===== src/design/pfc_pkg.sv =====
// ----------------------------------------------------------------------------
// pfc_pkg
// Shared types and constants for the page frame cache.
// ----------------------------------------------------------------------------
package pfc_pkg;

    localparam int FRAMES       = 16;
    localparam int FIDX_BITS    = $clog2(FRAMES);
    localparam int PAGE_ID_BITS = 24;
    localparam int PIN_BITS     = 8;
    localparam int QDEPTH       = 2;

    typedef logic [PIN_BITS-1:0] t_pins;

    typedef enum logic [1:0] {
        ACT_FETCH     = 2'd0,
        ACT_UNPIN     = 2'd1,
        ACT_FLUSH     = 2'd2,
        ACT_FLUSH_ALL = 2'd3
    } t_action;

    typedef enum logic [2:0] {
        ST_HIT        = 3'd0,
        ST_MISS_FREE  = 3'd1,
        ST_MISS_EVICT = 3'd2,
        ST_ALL_PINNED = 3'd3,
        ST_UNPINNED   = 3'd4,
        ST_NOT_RES    = 3'd5,
        ST_WRITTEN    = 3'd6,
        ST_CLEAN      = 3'd7
    } t_status;

    // classified item handed from front to back
    typedef struct packed {
        t_action                 action;
        logic [PAGE_ID_BITS-1:0] page_id;
        logic                    mark_dirty;
    } t_cmd;

    typedef enum logic [1:0] {
        BK_IDLE,
        BK_SCAN,
        BK_FLUSH,
        BK_TAIL
    } t_bk_state;

endpackage


===== src/design/pfc_front.sv =====
// ----------------------------------------------------------------------------
// pfc_front
// Takes items and buffers them in a short queue for the back end.
// ----------------------------------------------------------------------------
module pfc_front
    import pfc_pkg::*;
(
    input  logic                    i_clk,
    input  logic                    i_rst_n,
    input  logic                    i_start,
    input  logic [1:0]              i_action,
    input  logic [PAGE_ID_BITS-1:0] i_page_id,
    input  logic                    i_mark_dirty,
    output logic                    o_busy,
    output logic                    o_cmd_valid,
    output t_cmd                    o_cmd,
    input  logic                    i_cmd_pop
);

    localparam int QB = $clog2(QDEPTH);

    t_cmd            r_q [QDEPTH];
    logic [QB-1:0]   r_wp, r_rp;
    logic [QB:0]     r_cnt;
    logic            push;

    assign o_busy      = (r_cnt == (QB+1)'(QDEPTH));
    assign push        = i_start && !o_busy;
    assign o_cmd_valid = (r_cnt != '0);
    assign o_cmd       = r_q[r_rp];

    always_ff @(posedge i_clk) begin
        if (push) begin
            r_q[r_wp] <= '{action: t_action'(i_action), page_id: i_page_id,
                           mark_dirty: i_mark_dirty};
        end
        if (!i_rst_n) begin
            r_wp  <= '0;
            r_rp  <= '0;
            r_cnt <= '0;
        end else begin
            if (push)      r_wp <= r_wp + 1'b1;
            if (i_cmd_pop) r_rp <= r_rp + 1'b1;
            r_cnt <= r_cnt + (QB+1)'(push) - (QB+1)'(i_cmd_pop);
        end
    end

endmodule


===== src/design/pfc_back.sv =====
// ----------------------------------------------------------------------------
// pfc_back
// Frame table, LRU ranks and pin counts; executes one item at a time.
// ----------------------------------------------------------------------------
module pfc_back
    import pfc_pkg::*;
(
    input  logic                    i_clk,
    input  logic                    i_rst_n,
    input  logic                    i_cmd_valid,
    input  t_cmd                    i_cmd,
    output logic                    o_cmd_pop,
    output logic                    o_valid,
    output logic [2:0]              o_status,
    output logic [3:0]              o_frame,
    output logic                    o_read_needed,
    output logic                    o_write_back,
    output logic [23:0]             o_write_page,
    output logic                    o_last
);

    localparam logic [FIDX_BITS:0] FULL = (FIDX_BITS+1)'(FRAMES);
    localparam t_pins PIN_MAX = '1;

    logic [PAGE_ID_BITS-1:0] r_tag   [FRAMES];
    logic [FIDX_BITS-1:0]    r_rank  [FRAMES];
    t_pins                   r_pins  [FRAMES];
    logic [FRAMES-1:0]       r_valid, r_dirty;
    logic [FIDX_BITS:0]      r_next;

    t_bk_state               r_state, n_state;
    t_cmd                    r_cmd;
    logic [FIDX_BITS:0]      r_idx;      // scan position
    logic                    r_vfound;
    logic [FIDX_BITS-1:0]    r_vic, r_best;
    logic [4:0]              r_nout;     // flush-all results so far
    logic [23:0]             r_owp_hold; // write-back held for the next result

    // result register
    logic                    r_ov, r_ord, r_owb, r_olast;
    logic [2:0]              r_ost;
    logic [3:0]              r_ofr;
    logic [23:0]             r_owp;

    // lookup (parallel tag compare)
    logic [FRAMES-1:0]       hitv;
    logic                    hit;
    logic [FIDX_BITS-1:0]    hf;
    always_comb begin
        hf = '0;
        for (int i = 0; i < FRAMES; i++) begin
            hitv[i] = r_valid[i] && (r_tag[i] == i_cmd.page_id);
        end
        for (int i = FRAMES-1; i >= 0; i--) begin
            if (hitv[i]) hf = FIDX_BITS'(i);
        end
        hit = |hitv;
    end

    logic [FIDX_BITS-1:0] sidx;
    assign sidx = r_idx[FIDX_BITS-1:0];
    logic scan_end;
    assign scan_end = (r_idx == FULL - 1'b1);

    // which item is in the back end: accept in IDLE
    assign o_cmd_pop = (r_state == BK_IDLE) && i_cmd_valid;

    always_comb begin
        n_state = r_state;
        case (r_state)
            BK_IDLE: begin
                if (i_cmd_valid && i_cmd.action == ACT_FETCH && !hit && r_next == FULL)
                    n_state = BK_SCAN;
                else if (i_cmd_valid && i_cmd.action == ACT_FLUSH_ALL)
                    n_state = BK_FLUSH;
            end
            BK_SCAN:  if (scan_end) n_state = BK_IDLE;
            BK_FLUSH: if (scan_end) n_state = BK_TAIL;
            BK_TAIL:  n_state = BK_IDLE;
            default:  n_state = BK_IDLE;
        endcase
    end

    always_ff @(posedge i_clk) begin
        logic [FIDX_BITS:0]   oldr;
        logic                 vnew;
        logic                 emitf;
        logic [FIDX_BITS-1:0] v;
        oldr  = '0;
        vnew  = 1'b0;
        emitf = 1'b0;
        v     = '0;
        if (!i_rst_n) begin
            r_state <= BK_IDLE;
            r_valid <= '0;
            r_dirty <= '0;
            r_next  <= '0;
            r_ov    <= 1'b0;
            for (int i = 0; i < FRAMES; i++) r_pins[i] <= '0;
        end else begin
            r_state <= n_state;
            r_ov    <= 1'b0;
            r_ord   <= 1'b0;
            r_owb   <= 1'b0;
            r_owp   <= '0;
            r_olast <= 1'b1;
            r_ofr   <= '0;
            case (r_state)
                BK_IDLE: begin
                    r_cmd    <= i_cmd;
                    r_idx    <= '0;
                    r_vfound <= 1'b0;
                    r_nout   <= '0;
                    if (i_cmd_valid) begin
                        case (i_cmd.action)
                            ACT_FETCH: begin
                                if (hit) begin
                                    if (r_pins[hf] != PIN_MAX) r_pins[hf] <= r_pins[hf] + 1'b1;
                                    for (int i = 0; i < FRAMES; i++)
                                        if (r_valid[i] && r_rank[i] < r_rank[hf])
                                            r_rank[i] <= r_rank[i] + 1'b1;
                                    r_rank[hf] <= '0;
                                    r_ov  <= 1'b1;
                                    r_ost <= ST_HIT;
                                    r_ofr <= 4'(hf);
                                end else if (r_next != FULL) begin
                                    r_tag[r_next[FIDX_BITS-1:0]]   <= i_cmd.page_id;
                                    r_valid[r_next[FIDX_BITS-1:0]] <= 1'b1;
                                    r_pins[r_next[FIDX_BITS-1:0]]  <= t_pins'(1);
                                    r_dirty[r_next[FIDX_BITS-1:0]] <= 1'b0;
                                    for (int i = 0; i < FRAMES; i++)
                                        if (r_valid[i]) r_rank[i] <= r_rank[i] + 1'b1;
                                    r_rank[r_next[FIDX_BITS-1:0]] <= '0;
                                    r_next <= r_next + 1'b1;
                                    r_ov  <= 1'b1;
                                    r_ost <= ST_MISS_FREE;
                                    r_ofr <= 4'(r_next);
                                    r_ord <= 1'b1;
                                end
                            end
                            ACT_UNPIN: begin
                                r_ov <= 1'b1;
                                if (hit) begin
                                    if (i_cmd.mark_dirty) r_dirty[hf] <= 1'b1;
                                    if (r_pins[hf] != '0) r_pins[hf] <= r_pins[hf] - 1'b1;
                                    r_ost <= ST_UNPINNED;
                                    r_ofr <= 4'(hf);
                                end else r_ost <= ST_NOT_RES;
                            end
                            ACT_FLUSH: begin
                                r_ov <= 1'b1;
                                if (!hit) r_ost <= ST_NOT_RES;
                                else if (r_dirty[hf]) begin
                                    r_dirty[hf] <= 1'b0;
                                    r_ost <= ST_WRITTEN;
                                    r_ofr <= 4'(hf);
                                    r_owb <= 1'b1;
                                    r_owp <= 24'(i_cmd.page_id);
                                end else begin
                                    r_ost <= ST_CLEAN;
                                    r_ofr <= 4'(hf);
                                end
                            end
                            default: ;
                        endcase
                    end
                end
                BK_SCAN: begin
                    // one frame a cycle: oldest unpinned
                    if (r_valid[sidx] && r_pins[sidx] == '0 &&
                        (!r_vfound || r_rank[sidx] > r_best)) begin
                        vnew = 1'b1;
                    end
                    if (vnew) begin
                        r_vfound <= 1'b1;
                        r_vic    <= sidx;
                        r_best   <= r_rank[sidx];
                    end
                    r_idx <= r_idx + 1'b1;
                    if (scan_end) begin
                        r_ov <= 1'b1;
                        if (!r_vfound && !vnew) r_ost <= ST_ALL_PINNED;
                        else begin
                            v    = vnew ? sidx : r_vic;
                            oldr = {1'b0, vnew ? r_rank[sidx] : r_best};
                            r_ost <= ST_MISS_EVICT;
                            r_ofr <= 4'(v);
                            r_ord <= 1'b1;
                            r_owb <= r_dirty[v];
                            r_owp <= r_dirty[v] ? 24'(r_tag[v]) : '0;
                            r_tag[v]   <= r_cmd.page_id;
                            r_pins[v]  <= t_pins'(1);
                            r_dirty[v] <= 1'b0;
                            for (int i = 0; i < FRAMES; i++)
                                if (r_valid[i] && {1'b0, r_rank[i]} < oldr)
                                    r_rank[i] <= r_rank[i] + 1'b1;
                            r_rank[v] <= '0;
                        end
                    end
                end
                BK_FLUSH: begin
                    // frame order; the bound of sixteen results is never hit
                    // beyond FRAMES, since at most one per frame
                    r_idx <= r_idx + 1'b1;
                    emitf = r_valid[sidx] && r_dirty[sidx] && (r_nout != 5'd16);
                    if (emitf) begin
                        r_dirty[sidx] <= 1'b0;
                        r_nout <= r_nout + 1'b1;
                    end
                    // hold one write-back so "last" can be set on the final one
                    if (emitf && r_nout != '0) begin
                        r_ov <= 1'b1;
                        r_olast <= 1'b0;
                        r_ost <= ST_WRITTEN;
                        r_ofr <= 4'(r_vic);
                        r_owb <= 1'b1;
                        r_owp <= r_owp_hold;
                    end
                    if (emitf) begin
                        r_vic <= sidx;
                        r_owp_hold <= 24'(r_tag[sidx]);
                    end
                end
                BK_TAIL: begin
                    // flush-all tail: held write-back, or one clean result
                    r_ov    <= 1'b1;
                    r_olast <= 1'b1;
                    if (r_nout == '0) begin
                        r_ost <= ST_CLEAN;
                        r_ofr <= '0;
                    end else begin
                        r_ost <= ST_WRITTEN;
                        r_ofr <= 4'(r_vic);
                        r_owb <= 1'b1;
                        r_owp <= r_owp_hold;
                    end
                end
                default: ;
            endcase
        end
    end

    assign o_valid       = r_ov;
    assign o_status      = r_ost;
    assign o_frame       = r_ofr;
    assign o_read_needed = r_ord;
    assign o_write_back  = r_owb;
    assign o_write_page  = r_owp;
    assign o_last        = r_olast;

endmodule


===== src/design/page_frame_cache_lru_pin_unit.sv =====
// ----------------------------------------------------------------------------
// page_frame_cache_lru_pin_unit
// Page buffer pool frame manager: LRU replacement with pin counts.
// ----------------------------------------------------------------------------
// Results are strobed on o_valid for one cycle and cannot be stalled. Hits,
// fills into unused frames, unpin and flush of one page are queued, then
// answered from the result register once the back end is idle. A miss with
// every frame in use walks all FRAMES frames, one per cycle, to find the
// least recently used unpinned frame. Flush-all walks the frames in index
// order too and emits its write-backs as it goes, the final one (or a single
// clean result) from the tail state after the walk ends. A two-entry queue
// between the command front end and the frame-table back end takes new items
// while one is being worked on; busy is high only while that queue is full.
// ----------------------------------------------------------------------------
module page_frame_cache_lru_pin_unit
    import pfc_pkg::*;
(
    input  logic                    i_clk,
    input  logic                    i_rst_n,
    input  logic                    start,
    output logic                    busy,
    input  logic [1:0]              i_action,
    input  logic [PAGE_ID_BITS-1:0] i_page_id,
    input  logic                    i_mark_dirty,
    output logic                    o_valid,
    output logic [2:0]              o_status,
    output logic [3:0]              o_frame,
    output logic                    o_read_needed,
    output logic                    o_write_back,
    output logic [23:0]             o_write_page,
    output logic                    o_last
);

    logic cmd_valid, cmd_pop;
    t_cmd cmd;

    pfc_front u_front (
        .i_clk, .i_rst_n, .i_start(start), .i_action, .i_page_id, .i_mark_dirty,
        .o_busy(busy), .o_cmd_valid(cmd_valid), .o_cmd(cmd), .i_cmd_pop(cmd_pop)
    );

    pfc_back u_back (
        .i_clk, .i_rst_n, .i_cmd_valid(cmd_valid), .i_cmd(cmd), .o_cmd_pop(cmd_pop),
        .o_valid, .o_status, .o_frame, .o_read_needed, .o_write_back,
        .o_write_page, .o_last
    );

endmodule


===== config.mk =====
export PLATFORM = sky130hd
export DESIGN_NAME = page_frame_cache_lru_pin_unit
export DESIGN_NICKNAME = d
export VERILOG_FILES = /design/src/design/pfc_pkg.sv /design/src/design/pfc_front.sv /design/src/design/pfc_back.sv /design/src/design/page_frame_cache_lru_pin_unit.sv
export SDC_FILE = /design/constraint.sdc
export NUM_CORES = 2
export LEC_CHECK = 0
export BUFFER_PORTS_ARGS = -buffer_cell sky130_fd_sc_hd__buf_2
export CORE_ASPECT_RATIO = 1.1
export CORE_UTILIZATION = 45
export DETAILED_ROUTE_END_ITERATION = 10
export PLACE_DENSITY = 0.71
export SLEW_MARGIN = 40
export SYNTH_ARGS = -nofsm -noshare
export SYNTH_HDL_FRONTEND = slang
export SYNTH_SLANG_ARGS = --single-unit

===== constraint.sdc =====
create_clock -name i_clk -period 7.68 [get_ports i_clk]
set_clock_uncertainty 0.05 [all_clocks]
set_input_delay 0.768 -clock i_clk [delete_from_list [all_inputs] [get_ports i_clk]]
set_output_delay 0.768 -clock i_clk [all_outputs]
set_load 0.02 [all_outputs]

==> results.cfg <==
[synth]
syn-cell-area_mm2 = 0.04748
synth_flop_cell = edfxtp_1
ys_warn_count = 0
netlist_instances = 3964
synth_cell_types = 103
ys_seq_elements = 780
ys_seq_area_share_pct = 46.95
syn_nets = 4140
synth_enable_flop_cells = 667
synthArstFlopShare_pct = 0
yosys-top-cells-area = edfxtp_1 42%, mux4_2 12%, xnor2_1 7.3%, dfxtp_1 4.8%, ha_1 3.8%
synth_top_area_cell = edfxtp_1
synth_area_per_cell_um2 = 11.98
synth.top_cell.area_share_pct = 42.19

[placement]
dp_hpwl_mm = 151.7
gp_congestion = 1.102
portBuffers = 65
place_area_mm2 = 0.05113
place_ws_ns = 0.3292

[routing]
drt_iter0_markers = 5043
firstDrtPassIters = 6
via_count = 38380
ant_nets = 0
postRouteWirelength_mm = 203.0
drcViolationCount = 0
wl_per_cell_um = 36.17
drt-vias-per-instance = 6.838

[sta]
finalSetupViolations = 0
min_period_over_period_pct = 96.13
worst_slew_pin_slew_ns = 0.9689
drv_slew = 0
final.setup.tns_ns = 0
fmax_mhz = 135.5
fin_ws_ns = 0.2974
hold_ws_ns = 0.2118
hold_viol = 0
rsz0062_at_grt = no
slew_headroom_pct = 34.94
fin_crit_ns = 7.383

[worst_setup_path]
cp-end-kind = flip-flop
cpLargestDelayFamily = compound AO/OA/AOI/OAI gates
required_ns = 8.05
slowest_delay_ns = 0.64
crit_type = reg -> reg
crit_path_frequent_cell = buf_4
critPathMaxFanout = 18
cp-start-kind = flip-flop
crit_buf_inv = 5
slowest_stage = dfxtp_2
critical_path_arrival_ns = 7.75

[clocking]
cts_hold_buf = 0
ctsHtreeMaxLevel = 3
cts_sinks = 780
numCtsBuffers = 87
cts_tree = yes
clockRootBuffer = clkbuf_16
clk_path_buf_depth = 3
clk_pin_slew_ns = 0.06
clock_latency_ns = 0.70

[power_and_ir_drop]
power.density_mw_per_mm2 = 277.3
leakagePower_nw = 18.42
irDropWorstVdd_mv = 0.2064

[outcome]
run_status = completed

[die]
die_area_mm2 = 0.1068
die_h_um = 342.7
core_area_mm2 = 0.1043
die_w_um = 311.7
rows = 124
initial_core_util_pct = 45.54
io_pins = 66

[grt]
globalRouteOverflowTotal = 0
track_usage_pct = 37.50
grt_max_degree = 64
grt_pass1_vias = 36210
antenna_found_initial = 10
grt_pass1_wl_mm = 281.0

[layout]
area_delta_synth_final_pct = 14.14
final_layout_size_suffix_gt1_share_pct = 21.90
final_nets = 4327
design_area_mm2 = 0.05419
utilization_pct = 51.98

[job]
drv_cap = 0

[hold_path]
hold_class = in -> reg
-- stage by stage --
step	cells	total power, mW
5_1_grt	5606	15.31
3_3_place_gp	5430	10.59
6_report	5613	15.03
3_5_place_dp	5435	10.63
2_1_floorplan	3964	8.361
4_1_cts	5593	14.80
-- power breakdown --
part           internal [mW]  total (mW)  leakage (nW)  switching, mW
Clock                   2.38        4.21          1.37           1.83
Sequential              5.09        5.38          7.17          0.287
Combinational           1.83        5.44          9.88           3.61
-- final cells by class --
type                            instances  area, µm²
Fill cell                            8941      50070
Multi-Input combinational cell       2861      24180
Sequential cell                       780      22290
Timing Repair Buffer                  354       2923
Clock buffer                          110       2307
Tap cell                             1386       1734
Clock inverter                         48      486.7
Inverter                               67      251.5
Antenna cell                            7      17.52
-- path summary, 6_finish.rpt --
kind / from / endpoint / slack [ns] / cells past startpoint
max: flip-flop / u_back.r_pins[1][7] / 0.30 / 26
min: i_page_id[21] / u_front.r_q[1][22] / 0.21 / 1
max reg2reg: flip-flop / u_back.r_pins[1][7] / 0.30 / 26
min reg2reg: u_back.r_state[1] / u_back.r_state[1] / 0.45 / 2
-- timing repair --
| action | 4_1_cts | 5_1_grt |
|---|---|---|
| setup buffers | 0 | 12 |
| hold endpoints to repair | 0 | 0 |
| setup endpoints to repair | 0 | 48 |
| resized for setup | 0 | 3 |
-- worst register-to-register path, cell delays in order (launching register included) --
cell and delay, ns:
dfxtp_2 0.64, buf_4 0.27, mux2i_2 0.22, buf_4 0.36, xnor2_1 0.25, nor4_1 0.41
and4_1 0.32, and2_1 0.16, o211ai_1 0.34, a2111oi_4 0.59, nor2_2 0.17, buf_4 0.22
and3_1 0.17, nor3_1 0.25, o22ai_1 0.15, a221o_1 0.36, o41ai_4 0.40, inv_1 0.15
ha_1 0.38, nand3_1 0.11, nand2_1 0.06, a41oi_1 0.22, a21oi_1 0.12, o22ai_1 0.25
xor2_2 0.21, buf_12 0.21, nor3_1 0.08
-- routing by layer --
layer	up-vias	wire, µm	track usage [%]
met5	-	42	0
met3	702	20630	7.985
li1	15770	-	-
met2	2928	92310	59.15
met1	18980	70190	44.58
met4	6	19840	30.36
-- state kept, by name, summed over array words and instances (netlist names), 2 cells and up, named ones only --
| register | count |
|---|---|
| u_back.r_tag | 384 |
| u_back.r_pins | 128 |
| u_back.r_rank | 64 |
| u_front.r_q | 54 |
| u_back.o_write_page | 24 |
| u_back.r_cmd | 24 |
| u_back.r_owp_hold | 24 |
| u_back.r_dirty | 16 |
| u_back.r_valid | 16 |
| u_back.r_idx | 5 |
| u_back.r_next | 5 |
| u_back.r_nout | 5 |
| u_back.o_frame | 4 |
| u_back.r_best | 4 |
| u_back.r_vic | 4 |
| u_back.o_status | 3 |
| u_back.r_state | 2 |
| u_front.r_cnt | 2 |
-- placed cells by master (no fill, tap or decap), drive strengths merged, types with 11 or more instances in the layout --
cell	instances
or2	29
o2111ai	25
dfxtp	113
nor4	210
and3	27
and4	18
buf	354
xor2	51
a311oi	33
mux4	253
nor2b	46
a21o	26
o21a	34
nand2b	12
mux2	11
or3	13
clkinv	33
a21oi	117
o211ai	15
edfxtp	667
clkbuf	110
nand2	217
nand4	67
nor3	78
nand3	102
ha	145
xnor2	398
a32oi	26
and2	20
nor2	410
a31oi	47
a211oi	19
mux2i	114
inv	72
o2bb2ai	24
a221oi	12
o21bai	17
nor3b	16
o21ai	116
-- kinds of logic (layout without fill, tap and decap cells) --
family	count (synthesis)	after routing	synth area share [%]
AO/OA/AOI/OAI	591	591	8.689
XOR/XNOR	449	449	8.314
adder cells (fa/ha/maj)	146	146	3.863
buffers and inverters	323	579	3.249
flip-flops	780	780	46.95
multiplexers	378	378	14.72
other	0	7	0
AND/OR/NAND/NOR	1297	1297	14.22
-- cells in the mapped netlist, types with 34 or more instances --
master / instances
nor3_1: 66
dfxtp_1: 113
ha_1: 145
xnor2_1: 397
nor4_1: 205
nand3_1: 91
inv_1: 66
nor2_1: 407
o21a_1: 34
buf_2: 38
o21ai_0: 112
a21oi_1: 115
clkbuf_1: 136
nand4_1: 62
nor2b_1: 46
mux2i_1: 112
xor2_1: 50
edfxtp_1: 667
nand2_1: 215
a31oi_1: 47
mux4_2: 253
(Power assumes the default switching activity.)
